===== src/rtl/core/c8_pkg.sv =====
// ----------------------------------------------------------------------------
// CHIP-8 core package
// Shared types, codes, the hex font and small helper functions.
// ----------------------------------------------------------------------------
`default_nettype none

package c8_pkg;

	// Sizes of the main memory and the display store.
	localparam int MEM_BYTES = 4096;
	localparam int ADDR_W    = $clog2(MEM_BYTES);
	localparam int SCREEN_W  = 64;
	localparam int SCREEN_H  = 32;
	localparam int FB_BYTES  = (SCREEN_W / 8) * SCREEN_H;
	localparam int FB_AW     = $clog2(FB_BYTES);
	localparam int FONT_LEN  = 80;

	// Reset values.
	localparam logic [ADDR_W-1:0] PC_RESET  = 12'h200;
	localparam logic [ADDR_W-1:0] SP_RESET  = 12'hF00;
	localparam logic [7:0]        JUMP_BYTE = 8'h12;

	// Function codes of an input word.
	localparam logic [2:0] FN_EXEC   = 3'd0;
	localparam logic [2:0] FN_TICK   = 3'd1;
	localparam logic [2:0] FN_KEYDN  = 3'd2;
	localparam logic [2:0] FN_KEYUP  = 3'd3;
	localparam logic [2:0] FN_MEMWR  = 3'd4;
	localparam logic [2:0] FN_DISPRD = 3'd5;

	// Whole opcodes and sub-codes.
	localparam logic [15:0] OP_CLS = 16'h00E0;
	localparam logic [15:0] OP_RET = 16'h00EE;
	localparam logic [7:0]  NN_SKP  = 8'h9E;
	localparam logic [7:0]  NN_SKNP = 8'hA1;
	localparam logic [7:0]  NN_GDT  = 8'h07;
	localparam logic [7:0]  NN_WKEY = 8'h0A;
	localparam logic [7:0]  NN_SDT  = 8'h15;
	localparam logic [7:0]  NN_SST  = 8'h18;
	localparam logic [7:0]  NN_ADDI = 8'h1E;
	localparam logic [7:0]  NN_FONT = 8'h29;
	localparam logic [7:0]  NN_BCD  = 8'h33;
	localparam logic [7:0]  NN_STR  = 8'h55;
	localparam logic [7:0]  NN_LDR  = 8'h65;

	localparam logic [3:0] ALU_MOV = 4'h0;
	localparam logic [3:0] ALU_OR  = 4'h1;
	localparam logic [3:0] ALU_AND = 4'h2;
	localparam logic [3:0] ALU_XOR = 4'h3;
	localparam logic [3:0] ALU_ADD = 4'h4;
	localparam logic [3:0] ALU_SUB = 4'h5;
	localparam logic [3:0] ALU_SHR = 4'h6;
	localparam logic [3:0] ALU_SBN = 4'h7;
	localparam logic [3:0] ALU_SHL = 4'hE;

	localparam logic [3:0] REG_VF = 4'hF;

	// Hex font, five bytes per digit.
	localparam logic [7:0] FONT [0:FONT_LEN-1] = '{
		8'hF0,8'h90,8'h90,8'h90,8'hF0, 8'h20,8'h60,8'h20,8'h20,8'h70,
		8'hF0,8'h10,8'hF0,8'h80,8'hF0, 8'hF0,8'h10,8'hF0,8'h10,8'hF0,
		8'h90,8'h90,8'hF0,8'h10,8'h10, 8'hF0,8'h80,8'hF0,8'h10,8'hF0,
		8'hF0,8'h80,8'hF0,8'h90,8'hF0, 8'hF0,8'h10,8'h20,8'h40,8'h40,
		8'hF0,8'h90,8'hF0,8'h90,8'hF0, 8'hF0,8'h90,8'hF0,8'h10,8'hF0,
		8'hF0,8'h90,8'hF0,8'h90,8'h90, 8'hE0,8'h90,8'hE0,8'h90,8'hE0,
		8'hF0,8'h80,8'h80,8'h80,8'hF0, 8'hE0,8'h90,8'h90,8'h90,8'hE0,
		8'hF0,8'h80,8'hF0,8'h80,8'hF0, 8'hF0,8'h80,8'hF0,8'h80,8'h80
	};

	// Request to the main memory: one port, read always at addr.
	typedef struct packed {
		logic              we;
		logic [ADDR_W-1:0] addr;
		logic [7:0]        wdata;
	} mem_req_t;

	// Request to the display store.
	typedef struct packed {
		logic             we;
		logic             clear;
		logic [FB_AW-1:0] waddr;
		logic [7:0]       wdata;
		logic [FB_AW-1:0] raddr;
	} fb_req_t;

	// Request to the register file.
	typedef struct packed {
		logic       we;
		logic [3:0] waddr;
		logic [7:0] wdata;
		logic [3:0] raddr;
	} rf_req_t;

	// Power-on contents of one main memory byte.
	function automatic logic [7:0] mem_init_byte(input logic [ADDR_W-1:0] a);
		logic [7:0] b;
		b = '0;
		if (a < ADDR_W'(FONT_LEN)) begin
			b = FONT[a[6:0]];
		end else if (a == PC_RESET) begin
			b = JUMP_BYTE;
		end
		return b;
	endfunction

	// Mirror a byte so that the leftmost sprite pixel lands in bit 0.
	function automatic logic [7:0] bit_rev(input logic [7:0] v);
		logic [7:0] r;
		for (int k = 0; k < 8; k++) begin
			r[k] = v[7-k];
		end
		return r;
	endfunction

endpackage

`default_nettype wire


===== src/rtl/core/c8_fb.sv =====
// ----------------------------------------------------------------------------
// CHIP-8 display store
// 256-byte pixel memory with per-byte valid bits for reset and screen clear.
// ----------------------------------------------------------------------------
`default_nettype none

module c8_fb (
	input  wire logic              clk,
	input  wire logic              arst_n,
	input  wire c8_pkg::fb_req_t   req,
	output logic [7:0]             rdata
);

	logic [7:0]                   mem [0:c8_pkg::FB_BYTES-1];
	logic [c8_pkg::FB_BYTES-1:0]  vld_q;
	logic [7:0]                   rdata_q;

	assign rdata = rdata_q;

	// Valid bits: cleared at once by reset or a screen clear.
	always_ff @(posedge clk or negedge arst_n) begin
		if (!arst_n) begin
			vld_q <= '0;
		end else if (req.clear) begin
			vld_q <= '0;
		end else if (req.we) begin
			vld_q[req.waddr] <= 1'b1;
		end
	end

	// Storage; a byte that is not valid reads as dark.
	always_ff @(posedge clk) begin
		if (req.we) begin
			mem[req.waddr] <= req.wdata;
		end
		rdata_q <= vld_q[req.raddr] ? mem[req.raddr] : 8'h00;
	end

endmodule

`default_nettype wire


===== config.mk =====
export PLATFORM = sky130hd
export DESIGN_NAME = c8_fb
export DESIGN_NICKNAME = d
export VERILOG_FILES = /design/src/rtl/core/c8_pkg.sv /design/src/rtl/core/c8_fb.sv
export SDC_FILE = /design/constraint.sdc
export NUM_CORES = 2
export LEC_CHECK = 0
export BUFFER_PORTS_ARGS = -buffer_cell sky130_fd_sc_hd__buf_4
export CORE_MARGIN = 8
export CORE_UTILIZATION = 35
export CTS_BUF_LIST = sky130_fd_sc_hd__clkbuf_2
export DETAILED_ROUTE_END_ITERATION = 6
export HOLD_SLACK_MARGIN = 0.08
export PLACE_DENSITY = 0.6
export SLEW_MARGIN = 5
export SYNTH_ARGS = -nofsm -noshare
export SYNTH_HDL_FRONTEND = slang
export SYNTH_SLANG_ARGS = --single-unit

===== constraint.sdc =====
create_clock -name clk -period 2 [get_ports clk]
set_input_delay 0.4 -clock clk [delete_from_list [all_inputs] [get_ports clk]]
set_output_delay 0.4 -clock clk [all_outputs]
set_load 0.005 [all_outputs]

* After elaboration in Yosys (flattened, before gate mapping)
Memories as Yosys holds them, arrays and structs flattened. A register that Yosys moved wholly into a read port is not among the register bits.
Index checks and enable logic that the tools add are counted.
** Word-level totals
- Register bits :: 256
- Memory bits (writable) :: 2048
- Output and inout port bits :: 8
- Word-level logic and storage cells :: 17
- Memories kept :: 1
** Cells by class
- Magnitude comparators :: 3
- Muxes and demuxes :: 8
- Bitwise operators :: 1
- Reduce and logical (&&, ||, !) cells :: 3
** Memory list
- mem :: words 256, width 8, rd ports 1, clocked after Yosys merged registers in 1, write ports 1, RTL line c8_fb.sv:14 : logic [7:0] mem [0:c8_pkg::FB_BYTES-1];
** Operator list (number)
- 256-bit 2-to-1 mux :: 2
- 256-bit bitwise OR :: 1
- 8-bit by 9-bit less-than comparator with 1-bit output, second input constant :: 2
- 1-bit binary-select mux with 8-bit select :: 1
- 1-bit demux with 8-bit select :: 1
- 8-bit by 1-bit greater-or-equal comparator with 1-bit output, second input constant :: 1
- 1-bit 2-to-1 mux :: 4
- 2-bit nonzero test :: 1
- 1-bit logical AND :: 1
- 1-bit logical NOT :: 1

* Logic depth before layout (Yosys ltp)
- Word-level depth :: 7
- Depth in mapped cells :: 13
- Depth with buffers taken out :: 7

* Worst setup path before layout
Ideal clock, no wire load.
- Kind :: in2reg
- Start :: in req[0] in the netlist's numbering
- End :: reg rdata_q[1] (netlist: rdata[1]) (read register of mem)
- Setup time :: 141 ps
- Arrival :: 2476 ps
- Required time :: 1859 ps
- Slack :: -617 ps
- Stages on the path :: 10
- Buffers on the path :: 3
- Cell sequence :: buf_4 > buf_6 > buf_2 > mux4_2 > mux2_2 > a221oi_1 > o31ai_1 > nor3_1 > nand4b_1 > a21oi_1
** On the way
- Cells in the longest elaborated chain, start to end :: 3
** RTL lines
- start: declaration :: RTL line c8_fb.sv:10 : input wire c8_pkg::fb_req_t req,
- 1-bit binary-select mux with 8-bit select :: RTL line c8_fb.sv:36 : rdata_q <= vld_q[req.raddr] ? mem[req.raddr] : 8'h00;
- 1-bit 2-to-1 mux (implied by the code) :: RTL line c8_fb.sv:36
- 1-bit logical NOT (no line)
- end: declaration :: RTL line c8_fb.sv:16 : logic [7:0] rdata_q;
Parallel ways exist; a longest one is shown, timed or not. The select of a mux whose other input is x is not followed.
A chain may end at the register's enable or synchronous reset.

* Final worst setup path
- Start :: reg rdata_q[5] (netlist: rdata[5]) (read register of mem)
- End :: out rdata[5]
** RTL lines
- end: declaration :: RTL line c8_fb.sv:11 : output logic [7:0] rdata
No word-level cell between the ends.

==> results.json <==
{
  "clkTransAtPathRegs_ns": 0.11,
  "r2r_cells": 9,
  "critPathMaxFanout": 1,
  "syn_nets": 5046,
  "wl_per_cell_um": 25.7,
  "vias": 54000,
  "grt_max_degree": 86,
  "ff2ff_setup_slack_ns": -0.50,
  "grt_pass1_wl_um": 383000,
  "cap_violations": 0,
  "initial_core_util_pct": 35.1,
  "ys_seq_area_share_pct": 74.7,
  "dp_slack_ns": -1.70,
  "worstPathRequired_ns": 1.60,
  "grt_pass1_vias": 55400,
  "status": "finished, violations left",
  "synthTopCellsByArea": "edfxtp_1, mux4_2, dfrtp_1",
  "finalInstanceArea_um2": 112000,
  "syn_to_final_growth_pct": 22.8,
  "yosysWarnings": 0,
  "worstSetupPathType": "register to output pin",
  "reg2reg_from": "mem[174][6]",
  "hold_violations": 0,
  "dp.cells": 9110,
  "drive_gt1_share_pct": 37.8,
  "ios": 36,
  "worst-slew-pin-transition_ns": 0.989,
  "core-area_um2": 259000,
  "clk_latency_ns": 1.75,
  "fin_ws_ns": -0.711,
  "gp_congestion": 0.888,
  "power_mw": 91.8,
  "yosys.cell_types.count": 61,
  "synthArstFlopShare_pct": 11.1,
  "crit_chain": "buf_6",
  "antenna_found_initial": 12,
  "period_minus_slack_ns": 2.71,
  "clkSinkCount": 2312,
  "drtIter0Drc": 5617,
  "numPortBuffers": 35,
  "path_depth": 1,
  "violations": "design-rule violations, negative setup slack",
  "fp.dieH_um": 526,
  "cts_max_path_buffers": 4,
  "viasPerCell": 5.26,
  "nets": 6406,
  "period_share_pct": 136,
  "dieArea_um2": 277000,
  "dpl.hpwl_um": 174000,
  "max_slew_margin_pct": 33.6,
  "synth_most_common_cell": "edfxtp_1",
  "overflow": 0,
  "final_util_pct": 43.2,
  "setup_violations": 84,
  "avgSynthCellArea_um2": 18.1,
  "die_x_um": 526,
  "cts_tree": "yes",
  "critPathTopFamily": "flip-flops",
  "rsz0062_at_grt": "true",
  "ant_nets": 0,
  "htreeDepth": 6,
  "drc": 8,
  "dr.pass1.iters": 7,
  "placed_cell_area_um2": 105000,
  "synthFlopType": "edfxtp_1",
  "timing.rr.end": "rdata[6]",
  "cp.buffers_inverters": 1,
  "final_cells": 10300,
  "root_buffer": "clkbuf_2",
  "yosys.area.top_type": "edfxtp_1",
  "yosys-top-cells-count": "edfxtp_1, nor2_1, mux2i_1, mux4_2, dfrtp_1",
  "critPathSlowestCell": "dfxtp_4",
  "rows": 187,
  "cts_buffers": 584,
  "end_kind": "output pin",
  "drv_slew": 0,
  "max_stage_delay_ns": 0.43,
  "fin_skew_ns": 0.171,
  "power_density_nw_per_um2": 821,
  "start_kind": "register",
  "drt-total-wl_um": 264000,
  "crit_start": "rdata[5]",
  "synthesis.area_um2": 91100,
  "synth_edf_count": 2048,
  "p_leak_nw": 39.8,
  "grtUsageTotal_pct": 18.5,
  "crit_end": "rdata[5]",
  "hold_path.class": "primary input to register",
  "synth_cells": 5018,
  "synth_top_area_share_pct": 67.5,
  "ys_seq_elements": 2312,
  "fmax_mhz": 369,
  "vdd_drop_max_mv": 0.581,
  "critPathArrivalTime_ns": 2.31
}
==> layout make-up <==
class | instances | area [µm²]
clock inverters | 190 | 1160
diodes | 7 | 17.5
flip-flops and latches | 2312 | 68100
repair buffers | 1088 | 11500
well taps | 3402 | 4260
inverters | 5 | 26.3
fillers | 23100 | 147000
multi-input cells | 2387 | 22500
clock buffers | 860 | 4300
==> per-layer routing <==
layer	part of all wire [%]	track usage, %
met2	47	29.9
met4	3.6	6.79
met5	0.0049	0
met1	42	25.0
met3	7.2	3.63
==> cell families (layout without fill, tap and decap cells) <==
group | after synthesis | after routing | synth area share [%]
muxes | 829 | 829 | 14.2
other | 0 | 7 | 0
and+or+nand+nor | 1003 | 1003 | 4.58
buffers and inverters | 319 | 2143 | 1.99
AOI/OAI and AO/OA | 555 | 555 | 4.45
DFF | 2312 | 2312 | 74.7
==> worst min path at each step <==
stage,startpoint,to,slack [ns],cells after the start
2_1_floorplan,arst_n,vld_q[0],0.10,0
3_3_place_gp,arst_n,vld_q[244],0.33,1
3_5_place_dp,arst_n,vld_q[239],0.33,1
4_1_cts,req[19],mem[139][6],0.08,6
5_1_grt,req[22],mem[255][5],0.07,6
6_report,req[22],mem[207][2],0.20,6
==> through the flow <==
stage / hold slack [ns] / setup TNS, ns
finish: 0.205 / -12.67
CTS: 0.0774 / -13.30
detailed placement: 0.326 / -25.08
global placement: 0.327 / -19.30
floorplan: 0.104 / -10.86
global route: 0.0718 / -10.89
==> state kept, by name, indices dropped and copies added, names as in the netlist <==
| register | cells |
|---|---|
| vld_q | 256 |
| rdata | 8 |
| mem | 2048 |
==> timing repair <==
item,CTS,global route
setup endpoints to repair,16,661
buffers inserted,1,6
hold buffers,79,2
resized for setup,38,29
cloned,0,0
pin swaps,6,16
endpoints found under the hold margin,4616,146
==> where the power goes <==
group / internal, mW / switching [mW]
clock: 13.2 / 19.4
combinational: 2.60 / 3.97
sequential: 52.6 / 0.0826
==> cell usage in the layout (no fill, tap or decap), types with 104 or more instances in the layout <==
cell type  synthesis  layout
nor2_4             0     133
dfrtp_1          256     256
o221ai_1         180     180
o22ai_1          114     114
mux4_2           372     372
buf_4             32     760
clkbuf_2           0     860
nor2_1           730     568
edfxtp_1        2048    2048
buf_12             0     234
mux2i_1          442     442
a21oi_1          112     104
clkinv_1           2     125
(Power assumes the default switching activity.)
