`src/rtl/core/c8_pkg.sv`:
```
// ----------------------------------------------------------------------------
// CHIP-8 core package
// Shared types, codes, the hex font and small helper functions.
// ----------------------------------------------------------------------------
`default_nettype none

package c8_pkg;

	// Sizes of the main memory and the display store.
	localparam int MEM_BYTES = 4096;
	localparam int ADDR_W    = $clog2(MEM_BYTES);
	localparam int SCREEN_W  = 64;
	localparam int SCREEN_H  = 32;
	localparam int FB_BYTES  = (SCREEN_W / 8) * SCREEN_H;
	localparam int FB_AW     = $clog2(FB_BYTES);
	localparam int FONT_LEN  = 80;

	// Reset values.
	localparam logic [ADDR_W-1:0] PC_RESET  = 12'h200;
	localparam logic [ADDR_W-1:0] SP_RESET  = 12'hF00;
	localparam logic [7:0]        JUMP_BYTE = 8'h12;

	// Function codes of an input word.
	localparam logic [2:0] FN_EXEC   = 3'd0;
	localparam logic [2:0] FN_TICK   = 3'd1;
	localparam logic [2:0] FN_KEYDN  = 3'd2;
	localparam logic [2:0] FN_KEYUP  = 3'd3;
	localparam logic [2:0] FN_MEMWR  = 3'd4;
	localparam logic [2:0] FN_DISPRD = 3'd5;

	// Whole opcodes and sub-codes.
	localparam logic [15:0] OP_CLS = 16'h00E0;
	localparam logic [15:0] OP_RET = 16'h00EE;
	localparam logic [7:0]  NN_SKP  = 8'h9E;
	localparam logic [7:0]  NN_SKNP = 8'hA1;
	localparam logic [7:0]  NN_GDT  = 8'h07;
	localparam logic [7:0]  NN_WKEY = 8'h0A;
	localparam logic [7:0]  NN_SDT  = 8'h15;
	localparam logic [7:0]  NN_SST  = 8'h18;
	localparam logic [7:0]  NN_ADDI = 8'h1E;
	localparam logic [7:0]  NN_FONT = 8'h29;
	localparam logic [7:0]  NN_BCD  = 8'h33;
	localparam logic [7:0]  NN_STR  = 8'h55;
	localparam logic [7:0]  NN_LDR  = 8'h65;

	localparam logic [3:0] ALU_MOV = 4'h0;
	localparam logic [3:0] ALU_OR  = 4'h1;
	localparam logic [3:0] ALU_AND = 4'h2;
	localparam logic [3:0] ALU_XOR = 4'h3;
	localparam logic [3:0] ALU_ADD = 4'h4;
	localparam logic [3:0] ALU_SUB = 4'h5;
	localparam logic [3:0] ALU_SHR = 4'h6;
	localparam logic [3:0] ALU_SBN = 4'h7;
	localparam logic [3:0] ALU_SHL = 4'hE;

	localparam logic [3:0] REG_VF = 4'hF;

	// Hex font, five bytes per digit.
	localparam logic [7:0] FONT [0:FONT_LEN-1] = '{
		8'hF0,8'h90,8'h90,8'h90,8'hF0, 8'h20,8'h60,8'h20,8'h20,8'h70,
		8'hF0,8'h10,8'hF0,8'h80,8'hF0, 8'hF0,8'h10,8'hF0,8'h10,8'hF0,
		8'h90,8'h90,8'hF0,8'h10,8'h10, 8'hF0,8'h80,8'hF0,8'h10,8'hF0,
		8'hF0,8'h80,8'hF0,8'h90,8'hF0, 8'hF0,8'h10,8'h20,8'h40,8'h40,
		8'hF0,8'h90,8'hF0,8'h90,8'hF0, 8'hF0,8'h90,8'hF0,8'h10,8'hF0,
		8'hF0,8'h90,8'hF0,8'h90,8'h90, 8'hE0,8'h90,8'hE0,8'h90,8'hE0,
		8'hF0,8'h80,8'h80,8'h80,8'hF0, 8'hE0,8'h90,8'h90,8'h90,8'hE0,
		8'hF0,8'h80,8'hF0,8'h80,8'hF0, 8'hF0,8'h80,8'hF0,8'h80,8'h80
	};

	// Request to the main memory: one port, read always at addr.
	typedef struct packed {
		logic              we;
		logic [ADDR_W-1:0] addr;
		logic [7:0]        wdata;
	} mem_req_t;

	// Request to the display store.
	typedef struct packed {
		logic             we;
		logic             clear;
		logic [FB_AW-1:0] waddr;
		logic [7:0]       wdata;
		logic [FB_AW-1:0] raddr;
	} fb_req_t;

	// Request to the register file.
	typedef struct packed {
		logic       we;
		logic [3:0] waddr;
		logic [7:0] wdata;
		logic [3:0] raddr;
	} rf_req_t;

	// Power-on contents of one main memory byte.
	function automatic logic [7:0] mem_init_byte(input logic [ADDR_W-1:0] a);
		logic [7:0] b;
		b = '0;
		if (a < ADDR_W'(FONT_LEN)) begin
			b = FONT[a[6:0]];
		end else if (a == PC_RESET) begin
			b = JUMP_BYTE;
		end
		return b;
	endfunction

	// Mirror a byte so that the leftmost sprite pixel lands in bit 0.
	function automatic logic [7:0] bit_rev(input logic [7:0] v);
		logic [7:0] r;
		for (int k = 0; k < 8; k++) begin
			r[k] = v[7-k];
		end
		return r;
	endfunction

endpackage

`default_nettype wire

```
`src/rtl/core/c8_rf.sv`:
```
// ----------------------------------------------------------------------------
// CHIP-8 register file
// Sixteen 8-bit V registers, one write port and one registered read port.
// ----------------------------------------------------------------------------
`default_nettype none

module c8_rf (
	input  wire logic              clk,
	input  wire logic              arst_n,
	input  wire c8_pkg::rf_req_t   req,
	output logic [7:0]             rdata
);

	logic [7:0] regs_q [0:15];
	logic [7:0] rdata_q;

	assign rdata = rdata_q;

	// Registers clear on reset; read data is registered.
	always_ff @(posedge clk or negedge arst_n) begin
		if (!arst_n) begin
			for (int k = 0; k < 16; k++) begin
				regs_q[k] <= '0;
			end
			rdata_q <= '0;
		end else begin
			if (req.we) begin
				regs_q[req.waddr] <= req.wdata;
			end
			rdata_q <= regs_q[req.raddr];
		end
	end

endmodule

`default_nettype wire

```
`config.mk`:
```
export PLATFORM = sky130hd
export DESIGN_NAME = c8_rf
export DESIGN_NICKNAME = d
export VERILOG_FILES = /design/src/rtl/core/c8_pkg.sv /design/src/rtl/core/c8_rf.sv
export SDC_FILE = /design/constraint.sdc
export NUM_CORES = 1
export LEC_CHECK = 0
export BUFFER_PORTS_ARGS = -buffer_cell sky130_fd_sc_hd__buf_2
export CELL_PAD_IN_SITES_DETAIL_PLACEMENT = 1
export CELL_PAD_IN_SITES_GLOBAL_PLACEMENT = 1
export CORE_AREA = 10 10 133 110
export CTS_BUF_LIST = sky130_fd_sc_hd__clkbuf_16
export DETAILED_ROUTE_END_ITERATION = 6
export DIE_AREA = 0 0 143 120
export GPL_TIMING_DRIVEN = 0
export PLACE_DENSITY = 0.85
export SLEW_MARGIN = 20
export SYNTH_ARGS = -nofsm -noshare
export SYNTH_HDL_FRONTEND = slang
export SYNTH_SLANG_ARGS = --single-unit
```
`constraint.sdc`:
```
create_clock -name clk -period 1.45 [get_ports clk]
set_input_delay 0.29 -clock clk [delete_from_list [all_inputs] [get_ports clk]]
set_output_delay 0.29 -clock clk [all_outputs]
set_load 0.01 [all_outputs]
```
# == Word-level counts from Yosys, hierarchy flattened ==
# Index checks and enable logic that the tools add are counted.
# classes
n_reduce_logical,1
mux,6
order_cmp,3
n_bitwise,2
# ops
op,count
bitwise mux 128 bit,1
binary-select mux 8 bit (select 4 bit),1
demux 8 bit (select 4 bit),1
2-to-1 mux 8 bit,3
">= comparator 5 bit, second input constant",2
inverter 4 -> 5 bit,2
"less-than comparator 5 x 1 -> 1 bit, second input constant",1
logical AND 1 bit,1
# word_totals
register_bits,136
out_inout_bits,8
input_bits,19
word_cells,29

# == Logic depth before layout (Yosys ltp) ==
# logic_depth
word_depth,6
mapped_depth,5

# == Worst setup path after synthesis ==
# OpenSTA, ideal clock, no wires.
# synth_timing
kind,input-to-reg
startpoint,input req[0] (netlist bit)
endpoint,"register rdata_q[0], in the netlist rdata[0]"
path_stages,5
n_path_buf,2
slack_ps,-155
required_time_ps,1326
arrival_time_ps,1481
path_cell_list,buf_2 > buf_2 > mux4_2 > a22oi_1 > nand2_1
# synth_via
elab_chain_len,4
# synth_rtl
element,line_no,source
"start, declared",c8_rf.sv:10,"input wire c8_pkg::rf_req_t req,"
inverter 4 -> 5 bit (implied by the code),c8_rf.sv:30,rdata_q <= regs_q[req.raddr];
binary-select mux 8 bit (select 4 bit),c8_rf.sv:30,
2-to-1 mux 8 bit (implied by the code) (2 in series),c8_rf.sv:30,
"end signal, assigned",c8_rf.sv:30,
"end, declared",c8_rf.sv:15,logic [7:0] rdata_q;
# No other way between the ends. The select of a mux whose other input is x is not followed.
# A chain may end at the register's enable or synchronous reset.

# == Worst setup path after layout ==
# layout_timing
startpoint,input req[14] (netlist bit)
endpoint,register regs_q[72] (netlist bit)
# layout_via
elab_chain_len,6
# layout_rtl
element,line_no,source
inverter 4 -> 5 bit (implied by the code) *,c8_rf.sv:28,regs_q[req.waddr] <= req.wdata;
>= comparator 5 bit (implied by the code) or less-than comparator 5 x 1 -> 1 bit (tied branches),c8_rf.sv:28,
logical AND 1 bit (implied by the code),c8_rf.sv:28,
2-to-1 mux 8 bit (implied by the code),c8_rf.sv:28,
demux 8 bit (select 4 bit) *,c8_rf.sv:28,
bitwise mux 128 bit *,c8_rf.sv:28,
"end signal, assigned by index",c8_rf.sv:28,
"end, declared",c8_rf.sv:14,logic [7:0] regs_q [0:15];
# Mark *: on every way between the ends. The rest lies on a longest branch, timed or not.

==> flow_metrics.py <==
metrics = {
    "run_status": {
        "status": "finished with violations",
        "violations": "setup timing",
    },
    "timing": {
        "timing.final.ws_setup_ns": -0.00694,
        "setup_viol_count_final": 3,
        "hold_viol": 0,
        "fin_crit_ns": 1.46,
        "max_freq_mhz": 686,
        "drv_slew": 0,
        "grt_setup_unrepaired": "yes",
        "skew_ns": 0.00330,
        "worst_pin_slew_ns": 0.867,
        "fin_crit_sh": 1.00,
        "relSlewSlack": 0.419,
        "timing.hold.ws_ns": 0.193,
    },
    "logic_synthesis": {
        "synth_top_cells_by_count": "dfrtp_1 (136), mux2_2 (120), mux4_2 (32)",
        "synthDistinctLibCells": 25,
        "synth_edf_count": 0,
        "synthArstFlopShare": 1.00,
        "yosysMostFrequentCell": "dfrtp_1",
        "avgSynthCellArea_um2": 16.4,
        "synth_area_leaders": "dfrtp_1 (56%), mux2_2 (22%), mux4_2 (12%)",
        "post-synth-top-area-cell": "dfrtp_1",
        "yosysTopAreaCellShare": 0.557,
        "syn_nets": 392,
        "syn-instance-count": 373,
        "ys_ff_latch": 136,
        "syn_area_um2": 6110,
        "yosysSeqAreaShare": 0.557,
        "ys.flop_type": "dfrtp_1",
        "yosys_warnings": 0,
    },
    "pwr": {
        "power.leakage_uw": 0.00308,
        "peakVddDrop_mv": 1.00,
        "power_uw": 11600,
        "power_density_nw_per_um2": 1620,
    },
    "min_path": {
        "min_path_cells": 2,
        "min_path_type": "in2reg",
        "hold_path.startpoint": "req[8]",
    },
    "grt": {
        "grt_pass1_vias": 4030,
        "grt_pass1_wl_um": 23800,
        "grt_max_degree": 100,
        "grt_usage": 0.187,
        "antenna_found_initial": 0,
        "grt_overflow": 0,
    },
    "setup_path": {
        "startpoint": "req[14]",
        "endpoint_kind": "flip-flop",
        "critical_path_cell_count": 4,
        "crit_path_max_fanout": 8,
        "critPathMaxStageDelay_ns": 0.73,
        "critPathSlowestCell": "nor3_2",
        "path_class": "in2reg",
        "r2r_cells": 3,
        "crit_arrival_ns": 1.75,
        "critPathTopFamily": "simple AND/OR/NAND/NOR gates",
        "cp-start-kind": "input pin",
        "crit_chain": "buf_6, nand2_1, nor3_2, mux2_2",
        "timing.rr.start": "regs_q[102]",
        "required_ns": 1.75,
        "cp_num_buf_inv": 1,
    },
    "die": {
        "coreArea_um2": 12000,
        "die-area_um2": 17200,
        "initial_core_util": 0.508,
        "std_cell_rows": 36,
        "die_w_um": 143,
        "die_h_um": 120,
        "pin_count": 27,
    },
    "layout": {
        "layout-drive-gt1-share": 0.567,
        "synthToLayoutAreaGrowth_pct": 16.8,
        "diodes": 0,
        "nets": 436,
        "nFillCells": 1082,
    },
    "clock_tree": {
        "clockBufferDepth": 2,
        "cts.clk_slew.worst_paths_ns": 0.06,
        "cts_buffers": 17,
        "cts_root_buf": "clkbuf_16",
        "htree_levels": 4,
        "cts_sinks": 136,
        "cts_tree": "built",
        "insertion_delay_ns": 0.42,
    },
    "drt": {
        "num_vias": 3479,
        "drcViolationCount": 0,
        "postRouteAntennaNets": 0,
        "wl_per_cell_um": 26.1,
        "routed_wl_um": 15200,
        "drt_iter0_markers": 187,
        "drtPass1Iterations": 4,
        "drt-vias-per-instance": 5.98,
    },
    "placement": {
        "post-dp-hpwl_um": 9740,
        "place_congestion": 0.808,
        "io_buffers": 23,
    },
    "job": {
        "maxCapViolCount": 0,
    },
}
final timing paths:
path                                to  slack (ns)
setup / recovery            regs_q[72]      -0.007
hold / removal              regs_q[28]        0.19
setup reg to reg              rdata[6]        0.05
hold reg to reg              regs_q[3]        0.50
max in group asynchronous     rdata[3]        0.30
min in group asynchronous  regs_q[122]        0.35
layout by cell type, fill, tap and decap left out, types with 4 or more instances in the layout:
cell,Yosys,routed
a22oi_1,16,16
buf_2,6,24
buf_8,0,4
bufinv_16,0,4
clkbuf_1,12,9
clkbuf_16,0,17
clkinv_2,0,4
clkinvlp_4,0,4
dfrtp_1,136,136
mux2_2,120,120
mux2_4,8,8
mux4_2,32,32
nand2_1,9,9
nor2_2,6,6
nor3_4,3,4
cell families (layout without fill, tap and decap cells):
family | Yosys count | after routing | synth area share
buffers and inverters | 24 | 81 | 0.0196
AND/OR/NAND/NOR | 37 | 37 | 0.0456
AO/OA/AOI/OAI | 16 | 16 | 0.0196
flip-flops | 136 | 136 | 0.557
multiplexers | 160 | 160 | 0.359
through the flow:
step / area (µm²) / worst slack [ns] / utilization / cells / TNS [ns]
2_1_floorplan: 6170 / -0.0476 / - / 373 / -0.847
3_3_place_gp: 6470 / -1.63 / 0.538 / 548 / -252.96
3_5_place_dp: 6510 / -0.548 / 0.541 / 549 / -37.40
4_1_cts: 7140 / 0.00619 / 0.594 / 582 / 0
5_1_grt: 7140 / -0.0352 / 0.594 / 582 / -0.208
6_report: 7140 / -0.00694 / 0.594 / 582 / -0.0122
metal layers:
metal  share of wire  vias up  global-route usage
met5               0        -                   0
met4          0.0068        0              0.0502
met3           0.041       12              0.0505
met2            0.51       59               0.314
met1            0.44     1911               0.234
li1                -     1497                   -
where the power goes:
part	leakage [µW]	switching [µW]	internal, µW
logic	0.00112	754	1160
registers	0.00167	495	4690
clock network	0.000297	1630	2850
sequential cells by signal (all words and copies together), names as in the netlist:
| name | count |
|---|---|
| rdata | 8 |
| regs_q | 128 |
worst reg2reg max path: cells and delay by family (launching register included):
kind             cells  cell delay [ns]
multiplexers         1             0.49
AND/OR/NAND/NOR      1             0.10
AO/OA/AOI/OAI        1             0.30
flip-flops           1             0.39
layout make-up:
class	count	area [µm²]	share of cell area
buffer	24	173	0.0242
clock buffer	17	425	0.0596
clock inverter	15	186	0.0261
multi-input combinational	213	2600	0.364
sequential	136	3400	0.477
tap	152	190	0.0266
timing repair buffer	25	163	0.0228
what timing repair did:
item	CTS	global route
setup endpoints to repair	16	10
endpoints found under the hold margin	37	0
setup buffers	0	0
hold buffers	1	0
gates cloned	0	0
gates resized for setup	4	0
Power figures use the tool's default switching activity.
